## src/hdl/rctc_pkg.sv

```systemverilog
// ----------------------------------------------------------------------------
// rctc_pkg
// shared constants and helpers of the row/column transition counter
// ----------------------------------------------------------------------------
package rctc_pkg;

  localparam int SIDE_DEF       = 32;
  localparam int PIXEL_BITS_DEF = 8;

  // fixed field widths
  localparam int PIXEL_W = 8;
  localparam int COUNT_W = 5;
  localparam int INDEX_W = 6;

  localparam logic [COUNT_W-1:0] COUNT_MAX = 5'd31;

  // saturating increment of a transition count
  function automatic logic [COUNT_W-1:0] sat_inc(input logic [COUNT_W-1:0] c);
    return (c == COUNT_MAX) ? c : c + COUNT_W'(1);
  endfunction

endpackage

```

## src/hdl/rctc_if.sv

```systemverilog
// ----------------------------------------------------------------------------
// rctc_if
// valid/ready channels of the row/column transition counter
// ----------------------------------------------------------------------------
interface rctc_pixel_if import rctc_pkg::*; ();
  logic               valid;
  logic               ready;
  logic [PIXEL_W-1:0] pixel;

  modport source (output valid, output pixel, input ready);
  modport sink   (input valid, input pixel, output ready);
endinterface

interface rctc_count_if import rctc_pkg::*; ();
  logic               valid;
  logic               ready;
  logic [INDEX_W-1:0] feature_index;
  logic [COUNT_W-1:0] transition_count;
  logic               last;

  modport source (output valid, output feature_index, output transition_count,
                  output last, input ready);
  modport sink   (input valid, input feature_index, input transition_count,
                  input last, output ready);
endinterface

```

## src/hdl/rctc_ram.sv

```systemverilog
// ----------------------------------------------------------------------------
// rctc_ram
// generic simple dual-port ram, one write port, one registered read port
// ----------------------------------------------------------------------------
module rctc_ram #(
  parameter int WIDTH = 8,
  parameter int DEPTH = 32
) (
  input  logic                     clk,
  input  logic                     we,
  input  logic [$clog2(DEPTH)-1:0] waddr,
  input  logic [WIDTH-1:0]         wdata,
  input  logic [$clog2(DEPTH)-1:0] raddr,
  output logic [WIDTH-1:0]         rdata
);

  logic [WIDTH-1:0] mem [DEPTH];

  always_ff @(posedge clk) begin
    if (we) begin
      mem[waddr] <= wdata;
    end
    rdata <= mem[raddr];
  end

endmodule

```

## src/hdl/row_column_transition_counter.sv

```systemverilog
// ----------------------------------------------------------------------------
// row_column_transition_counter
// counts horizontal transitions per row and vertical transitions per column
// of a square raster image, then emits all counts at the end of the image
// ----------------------------------------------------------------------------
//
//  channel  | dir | payload                                  | request
//  ---------+-----+------------------------------------------+---------------
//  pixels   | in  | pixel                                    | one pixel
//  counts   | out | feature_index, transition_count, last    | one count
//
//  pixels are taken at one per cycle while an image streams in
//  after the last pixel: a flush state, then one count per row and per column
//  (ram read, then output register), each read issued only once the previous
//  read has returned; pixels are refused meanwhile, and the last count
//  overlaps the next image
//  reset clears positions and control only; count rams need no clearing pass,
//  row counts are rewritten at each row end and column counts are written as
//  zero during the first row of every image
//  a stalled output holds its count; the drain issues no read until it can land
//
module row_column_transition_counter
  import rctc_pkg::*;
#(
  parameter int SIDE       = SIDE_DEF,
  parameter int PIXEL_BITS = PIXEL_BITS_DEF
) (
  input  logic         clk,
  input  logic         rst,
  rctc_pixel_if.sink   pixels,
  rctc_count_if.source counts
);

  localparam int IW       = $clog2(SIDE);
  localparam int KW       = $clog2(2 * SIDE);
  localparam int CMP_BITS = (PIXEL_BITS < PIXEL_W) ? PIXEL_BITS : PIXEL_W;

  typedef enum logic [1:0] {RUN, FLUSH, DRAIN} state_t;

  state_t state;

  // raster position of the next pixel
  logic [IW-1:0]       row;
  logic [IW-1:0]       col;
  logic [CMP_BITS-1:0] left_px;
  logic [COUNT_W-1:0]  row_acc;

  // column update stage, in the cycle after acceptance
  logic                s1_valid;
  logic [IW-1:0]       s1_col;
  logic                s1_first_row;
  logic [CMP_BITS-1:0] s1_px;

  // drain sequencer
  logic [KW-1:0]       k;
  logic                rd_pending;
  logic                rd_row;
  logic [INDEX_W-1:0]  rd_index;
  logic                rd_last;

  // output register
  logic                out_valid;
  logic [INDEX_W-1:0]  out_index;
  logic [COUNT_W-1:0]  out_count;
  logic                out_last;

  logic                accept;
  logic [CMP_BITS-1:0] px;
  logic                last_col;
  logic                last_row;
  logic [COUNT_W-1:0]  row_cnt_next;
  logic                issue;
  logic                k_in_rows;
  logic [KW-1:0]       k_col;
  logic [IW-1:0]       cc_raddr;
  logic [COUNT_W-1:0]  rc_rdata;
  logic [COUNT_W-1:0]  cc_rdata;
  logic [COUNT_W-1:0]  cc_wdata;
  logic [CMP_BITS-1:0] lb_rdata;

  assign pixels.ready = (state == RUN);
  assign accept       = pixels.valid && pixels.ready;
  assign px           = pixels.pixel[CMP_BITS-1:0];
  assign last_col     = (col == IW'(SIDE - 1));
  assign last_row     = (row == IW'(SIDE - 1));

  // horizontal transition against the left neighbour, not across row edges
  always_comb begin
    if (col == '0) begin
      row_cnt_next = '0;
    end else if (px != left_px) begin
      row_cnt_next = sat_inc(row_acc);
    end else begin
      row_cnt_next = row_acc;
    end
  end

  // vertical transition against the line buffer, first row writes zero
  always_comb begin
    if (s1_first_row) begin
      cc_wdata = '0;
    end else if (s1_px != lb_rdata) begin
      cc_wdata = sat_inc(cc_rdata);
    end else begin
      cc_wdata = cc_rdata;
    end
  end

  assign k_in_rows = (k < KW'(SIDE));
  assign k_col     = k - KW'(SIDE);
  assign cc_raddr  = (state == DRAIN) ? k_col[IW-1:0] : col;
  assign issue     = (state == DRAIN) && !rd_pending && (!out_valid || counts.ready);

  // line buffer: pixel of the row above, per column
  rctc_ram #(.WIDTH(CMP_BITS), .DEPTH(SIDE)) u_line_buf (
    .clk   (clk),
    .we    (s1_valid),
    .waddr (s1_col),
    .wdata (s1_px),
    .raddr (col),
    .rdata (lb_rdata)
  );

  // column counts: read at acceptance, written back in the following cycle
  rctc_ram #(.WIDTH(COUNT_W), .DEPTH(SIDE)) u_col_cnt (
    .clk   (clk),
    .we    (s1_valid),
    .waddr (s1_col),
    .wdata (cc_wdata),
    .raddr (cc_raddr),
    .rdata (cc_rdata)
  );

  // row counts: written once per row from the running accumulator
  rctc_ram #(.WIDTH(COUNT_W), .DEPTH(SIDE)) u_row_cnt (
    .clk   (clk),
    .we    (accept && last_col),
    .waddr (row),
    .wdata (row_cnt_next),
    .raddr (k[IW-1:0]),
    .rdata (rc_rdata)
  );

  always_ff @(posedge clk) begin
    if (rst) begin
      state      <= RUN;
      row        <= '0;
      col        <= '0;
      s1_valid   <= 1'b0;
      k          <= '0;
      rd_pending <= 1'b0;
      out_valid  <= 1'b0;
    end else begin
      s1_valid   <= accept;
      rd_pending <= issue;

      // raster position
      if (accept) begin
        if (last_col) begin
          col <= '0;
          row <= last_row ? '0 : row + IW'(1);
        end else begin
          col <= col + IW'(1);
        end
      end

      case (state)
        RUN: begin
          if (accept && last_col && last_row) begin
            state <= FLUSH;
          end
        end
        FLUSH: begin
          // last column write-back lands this cycle
          state <= DRAIN;
          k     <= '0;
        end
        DRAIN: begin
          if (issue) begin
            k <= k + KW'(1);
            if (k == KW'(2 * SIDE - 1)) begin
              state <= RUN;
            end
          end
        end
        default: begin
          state <= RUN;
        end
      endcase

      // output register: load on read return, else drop when taken
      if (rd_pending) begin
        out_valid <= 1'b1;
      end else if (counts.ready) begin
        out_valid <= 1'b0;
      end
    end
  end

  // payload registers
  always_ff @(posedge clk) begin
    if (accept) begin
      left_px <= px;
      row_acc <= row_cnt_next;
    end
    s1_col       <= col;
    s1_first_row <= (row == '0);
    s1_px        <= px;
    if (issue) begin
      rd_row   <= k_in_rows;
      rd_index <= INDEX_W'(k);
      rd_last  <= (k == KW'(2 * SIDE - 1));
    end
    if (rd_pending) begin
      out_index <= rd_index;
      out_count <= rd_row ? rc_rdata : cc_rdata;
      out_last  <= rd_last;
    end
  end

  assign counts.valid            = out_valid;
  assign counts.feature_index    = out_index;
  assign counts.transition_count = out_count;
  assign counts.last             = out_last;

endmodule
```

## src/flat_wrapper.sv

```systemverilog
// flat-port wrapper written by rule: the top's interface ports become plain ports
module row_column_transition_counter_flat import rctc_pkg::*;
#(
  parameter int SIDE       = SIDE_DEF,
  parameter int PIXEL_BITS = PIXEL_BITS_DEF
)
  (clk, rst, pixels_valid, pixels_pixel, pixels_ready, counts_valid, counts_feature_index, counts_transition_count, counts_last, counts_ready);
  rctc_pixel_if pixels_i ();
  rctc_count_if counts_i ();
  input  logic clk;
  input  logic rst;
  input wire logic [$bits(pixels_i.valid)-1:0] pixels_valid;
  input wire logic [$bits(pixels_i.pixel)-1:0] pixels_pixel;
  output wire logic [$bits(pixels_i.ready)-1:0] pixels_ready;
  output wire logic [$bits(counts_i.valid)-1:0] counts_valid;
  output wire logic [$bits(counts_i.feature_index)-1:0] counts_feature_index;
  output wire logic [$bits(counts_i.transition_count)-1:0] counts_transition_count;
  output wire logic [$bits(counts_i.last)-1:0] counts_last;
  input wire logic [$bits(counts_i.ready)-1:0] counts_ready;
  assign pixels_i.valid = pixels_valid;
  assign pixels_i.pixel = pixels_pixel;
  assign pixels_ready = pixels_i.ready;
  assign counts_valid = counts_i.valid;
  assign counts_feature_index = counts_i.feature_index;
  assign counts_transition_count = counts_i.transition_count;
  assign counts_last = counts_i.last;
  assign counts_i.ready = counts_ready;
  row_column_transition_counter #(.SIDE(SIDE), .PIXEL_BITS(PIXEL_BITS)) u_core (.clk(clk), .rst(rst), .pixels(pixels_i), .counts(counts_i));
endmodule
```

## config.mk

```make
export PLATFORM = sky130hd
export DESIGN_NAME = row_column_transition_counter_flat
export DESIGN_NICKNAME = d
export VERILOG_FILES = /design/src/hdl/rctc_pkg.sv /design/src/hdl/rctc_if.sv /design/src/hdl/rctc_ram.sv /design/src/hdl/row_column_transition_counter.sv /design/src/flat_wrapper.sv
export SDC_FILE = /design/constraint.sdc
export NUM_CORES = 1
export LEC_CHECK = 0
export BUFFER_PORTS_ARGS = -buffer_cell sky130_fd_sc_hd__buf_2
export CELL_PAD_IN_SITES_DETAIL_PLACEMENT = 1
export CELL_PAD_IN_SITES_GLOBAL_PLACEMENT = 2
export CORE_MARGIN = 2
export CORE_UTILIZATION = 49
export CTS_CLUSTER_SIZE = 14
export DETAILED_ROUTE_END_ITERATION = 16
export PLACE_DENSITY_LB_ADDON = 0.1
export SYNTH_ARGS = -nofsm -noshare
export SYNTH_HDL_FRONTEND = slang
export SYNTH_SLANG_ARGS = --single-unit
```

## constraint.sdc

```tcl
create_clock -name clk -period 4.33 [get_ports clk]
set_input_delay 0.6495 -clock clk [delete_from_list [all_inputs] [get_ports clk]]
set_output_delay 0.6495 -clock clk [all_outputs]
set_load 0.01 [all_outputs]
```

# == Word level (Yosys, flattened, before mapping) ==
# Memory sizes are Yosys's and may differ from the RTL's. A register that Yosys moved wholly into a read port is not among the register bits.
# Cells that the tools add are included.
# totals
register_bits,68
ram_bits,576
in_bits,12
output_inout_bits,14
memories,3
# op_classes
add_sub_neg,6
n_lt_le_gt_ge,1
n_eq_ne,12
muxes,22
n_reduce_logical,16
# mem_list
memory,words,word_bits,read_ports,rd_clocked_by_memory_dff,wr,line,rtl
u_core.u_line_buf.mem,32,8,1,1,1,rctc_ram.sv:17,logic [WIDTH-1:0] mem [DEPTH];
u_core.u_col_cnt.mem,32,5,1,1,1,rctc_ram.sv:17,
u_core.u_row_cnt.mem,32,5,1,1,1,rctc_ram.sv:17,
# op_table
op,n
two-way mux 5 bit,10
adder 5 x 1 -> 5 bit (second input constant),4
equality test 5 bit (second input constant),4
inequality test 8 bit,2
case mux 6 bit (2 select lines),1
zero test 5 bit,2
adder 6 x 1 -> 6 bit (second input constant),1
equality test 6 bit (second input constant),1
< comparator 6 bit (second input constant),1
two-way mux 1 bit,6
two-way mux 2 bit,3
two-way mux 6 bit,1
case mux 2 bit (3 select lines),1
logical AND 1 bit,5
subtractor 5 x 1 -> 5 bit (second input constant),1
inequality test 2 bit (second input constant),2
AND reduction 2 bit,2
nonzero test 2 bit,2
AND reduction 3 bit,1
equality test 2 x 1 -> 1 bit (second input constant),1
equality test 2 bit (second input constant),1
zero test 1 bit,2
zero test 2 bit,1
inequality test 2 x 1 -> 1 bit (second input constant),1
logical OR 1 bit,1

# == Longest topological paths before layout ==
# depth
ltp_word,6
ltp_mapped,11
ltp_nobuf,8

# == By module ==
# Synthesis repeated with hierarchy kept, for this count alone.
# unflattened
hier_cells,1223
hier_area_um2,25642.1
# by_module_without_submodules
mod,n_inst,cells_each,area_each_um2,seq_area_each_um2
rctc_ram (u_core.u_col_cnt ...),2,277,6344.8,4904.7
rctc_ram (u_core.u_line_buf),1,417,10053.4,7847.5
row_column_transition_counter,1,252,2899.0,1691.6

# == Least setup slack after synthesis ==
# No wires, ideal clock.
# synth_path
kind,flip-flop to flip-flop
startpoint,register u_core.col[0]
endpoint,"register u_core.row_acc[2], data pin"
t_arrival_ns,2.798
required_ns,3.855
slack_ns,1.057
path_stages_with_launch,8
path_buffers,3
path_cell_list,dfxtp_1 -> buf_4 -> inv_1 -> buf_2 -> clkbuf_1 -> ha_1 -> nor4b_1 -> a211oi_1
# synth_via
elab_chain_len,2
# synth_lines
item,line,rtl
start: declaration,row_column_transition_counter.sv:44,logic [IW-1:0] col;
start signal: assignment,row_column_transition_counter.sv:163,col <= col + IW'(1);
zero test 5 bit,row_column_transition_counter.sv:89,if (col == '0) begin
two-way mux 5 bit,row_column_transition_counter.sv:89,
named net u_core.row_cnt_next[2],row_column_transition_counter.sv:71,logic [COUNT_W-1:0] row_cnt_next;
end signal: assignment,row_column_transition_counter.sv:204,row_acc <= row_cnt_next;
end: declaration,row_column_transition_counter.sv:46,logic [COUNT_W-1:0] row_acc;
# The timed path passes the listed nets, and every way through them passes these cells.
# A chain may end at the register's enable or synchronous reset.

# == Final worst setup path ==
# layout_path
startpoint,register u_core.s1_px[0]
endpoint,"memory u_core.u_col_cnt.mem[13][2] (netlist name), data pin"
# layout_via
elab_chain_len,3
# layout_lines
item,line,rtl
start: declaration,row_column_transition_counter.sv:52,logic [CMP_BITS-1:0] s1_px;
start signal: assignment,row_column_transition_counter.sv:208,s1_px <= px;
inequality test 8 bit,row_column_transition_counter.sv:102,end else if (s1_px != lb_rdata) begin
two-way mux 5 bit,row_column_transition_counter.sv:102,
two-way mux 5 bit,row_column_transition_counter.sv:100,if (s1_first_row) begin
named net u_core.cc_wdata[2],row_column_transition_counter.sv:78,logic [COUNT_W-1:0] cc_wdata;
end: declaration,rctc_ram.sv:17,
# The timed path passes the listed nets, and every way through them passes these cells.

==> run metrics <==
number of flops mapped to enable cells by yosys 609; Sink Count 662; CP max FO 33; Hold/Removal Path Class input pin to flip-flop; setup tns final 0 ns; placed cells 2193; placed instance area 27900 um^2; Int Pwr 10.7 mW; DRT Wirelength 65.6 mm; detailed-route vias per instance 6.05; gr usage total 24.1%; most common cell after layout, fill and taps aside edfxtp_1; CTS Hold Buffers Added 0; Die X 237 um; clk slew on worst S/H paths 0.06 ns; antenna viol nets, final 0; final slew viol count 0; endpoints failing hold 0; Yosys Warn Count 0; Slew headroom 16.6%; via count 14100; maximum VDD drop 0.000354 V; I/O pins 26; crit end category flip-flop; Worst R2R End u_core.u_col_cnt.mem[13][2]; Power Density 446 nW/um^2; sw frac 20.7%; overall power 13.4 mW; setup violators final 0; Max Cap Viol 0; crit path launch type flip-flop; Min Hold Slack 0.193 ns; clock share of power 43.9%; most frequent cells in the layout 609 x edfxtp_1, 112 x mux4_2, 104 x nor2_1, 75 x o211ai_1, 75 x clkbuf_16; IO Port Bufs 25; #FFs+latches synth 662; Psw 2.78 mW; initial antenna violation count 0; FMAX 0.284 GHz; post-synthesis cell type count 58; Iter 0 DRT Violations 1210; Post-CTS Setup Bufs 0; Final WS setup 0.812 ns; Worst Hold End u_core.s1_px[7]; post-synth net total 1523; # rows 85; nets@finish 1593; pin count of the biggest net entering global routing 110; Worst Tran Pin Value 1.24 ns; GRT overflow 0; M3 GR Usage 3.57%; ANT cells 0; Hold Crit Depth 1; drc violations 0; Clk Latency, worst-skew pair 0.60 ns; met2 usage 38.9%; fin cells 2325; asr flop ratio synth 0%; Reg power frac 52.4%; Avg WL per Cell 28.2 um; Area Overhead vs Synth 12.9%; most used routing layer in global routing met2; PostCTS Resize Cnt 0; Core Util, Final 56.0%; CTS tree done; Hold Crit Start pixels_pixel[7]; Register-to-Register Path Depth 6; Starting Density 49.6%; layout cell share with drive strength beyond 1 22.6%; Synth Flop Type edfxtp_1; first-pass GRT wire length 99.4 mm; Synth Cell Area 26700 um^2; final instance area 30100 um^2; status finished, final reports clean; Final Skew 0.0215 ns; critical path required time 4.77 ns; TritonCTS Buffers 71; Logic pwr share 3.7%; Die H 237 um; Syn Area/Cell 17.8 um^2; Pleak 9.65 nW; First-pass DRT Iterations 5; r2r setup slk 0.81 ns; Die ar. 56400 um^2; R2R Path Start u_core.s1_px[0]; H-tree depth 3; vias in the first global route 15200; Syn Inst Count 1500; pre-CTS worst setup slack 0.921 ns; M1 GR Usage 34.7%; dpl hpwl 40.6 mm; kind of critical path flip-flop to flip-flop; Data arrival, critical path 3.96 ns; core area 53800 um^2; root buf cell clkbuf_16; clk buf depth 3; register area share after synthesis 72.4%; GP Congestion 0.795; RSZ-0062 raised after global routing false; final worst-path cycle share 81.2%; minimum clock period 3.52 ns
==> power groups by stage <==
stage          clock, mW  sequential (mW)  combinational, mW
6_report            5.91             7.04              0.492
5_1_grt             6.25             7.04              0.534
4_1_cts             6.03             7.04              0.503
3_5_place_dp           0             7.18              0.501
3_3_place_gp           0             7.17              0.490
2_1_floorplan          0             7.18              0.306
==> flip-flops by register name, indices dropped and copies added (netlist names), 6 cells and up <==
| name | count |
|---|---|
| u_core.u_line_buf.mem | 256 |
| u_core.u_col_cnt.mem | 160 |
| u_core.u_row_cnt.mem | 160 |
| u_core.left_px | 8 |
| u_core.s1_px | 8 |
| u_core.u_line_buf.rdata | 8 |
| u_core.counts.feature_index | 6 |
| u_core.k | 6 |
| u_core.rd_index | 6 |
==> layer usage <==
metal	part of all wire, %	wire length [um]	vias to the layer above
met1	46	30000	7489
met4	1.6	1020	0
met3	4.4	2880	70
li1	-	-	6184
met5	0	0	-
met2	48	31700	317
==> logic make-up after synthesis <==
group,share of synthesized area (%)
AND/OR/NAND/NOR,4.39
buffers and inverters,2.24
flip-flops,72.4
XOR/XNOR,0.721
adder cells (fa/ha/maj),0.515
AO/OA/AOI/OAI,5.87
multiplexers,13.8
==> worst max path at each step <==
stage / startpoint / endpoint / depth (start not counted)
floorplan: u_core.col[0] / u_core.row_acc[2] / 7
global placement: u_core.s1_px[0] / u_core.u_col_cnt.mem[4][2] / 5
detailed placement: u_core.s1_px[0] / u_core.u_col_cnt.mem[2][2] / 6
CTS: u_core.s1_px[0] / u_core.u_col_cnt.mem[13][2] / 6
global route: u_core.s1_px[0] / u_core.u_col_cnt.mem[15][2] / 6
finish: u_core.s1_px[0] / u_core.u_col_cnt.mem[13][2] / 6
==> critical path, stage by stage (launching register included) <==
cell and delay [ns]:
dfxtp_1 0.30, buf_4 0.32, xor2_1 0.11, nor4_1 1.04, nand2_1 0.42, a211oi_4 0.91, buf_16 0.23
==> synthesized netlist by cell type (3+ instances only) <==
cell        n  share of area [%]
edfxtp_1  609                 68
nor2_1    121                1.7
mux4_2    112                9.4
o211ai_1   75                2.1
mux2i_1    71                2.7
dfxtp_1    53                4.0
nand2_1    52               0.73
clkbuf_1   40               0.56
inv_1      39               0.55
mux2_2     29                1.2
buf_2      23               0.43
a21oi_1    22               0.41
o211a_1    20               0.75
a41oi_1    17               0.56
a211o_1    15               0.49
nor3_1     12               0.22
xor2_1     12               0.39
ha_1       11               0.52
nand3_1    10               0.19
xnor2_1    10               0.33
buf_1       9               0.13
buf_4       9               0.25
nand3b_1    9               0.25
o21ai_0     9               0.17
a211oi_1    7               0.20
buf_6       7               0.30
nor4_1      7               0.16
a22oi_1     6               0.17
and3_1      6               0.14
o31a_1      6               0.20
a31oi_1     5               0.12
mux4_1      5               0.49
nand2b_1    5               0.12
nand4_1     5               0.12
o21ai_1     5              0.094
o32ai_1     5               0.16
a311oi_1    4               0.13
nor2b_1     4              0.094
or3b_2      4               0.13
o22ai_1     3              0.070
o31ai_1     3              0.084
or3_1       3              0.070
or4_1       3              0.084
==> area by class of cell <==
| cell class | instances | area [um^2] |
|---|---|---|
| Tap cell | 696 | 871 |
| Clock buffer | 106 | 2090 |
| Fill cell | 4779 | 23700 |
| Multi-Input combinational cell | 709 | 6860 |
| Sequential cell | 662 | 19400 |
| Inverter | 41 | 154 |
| Clock inverter | 26 | 184 |
| Timing Repair Buffer | 85 | 621 |
Power figures use the tool's default switching activity.
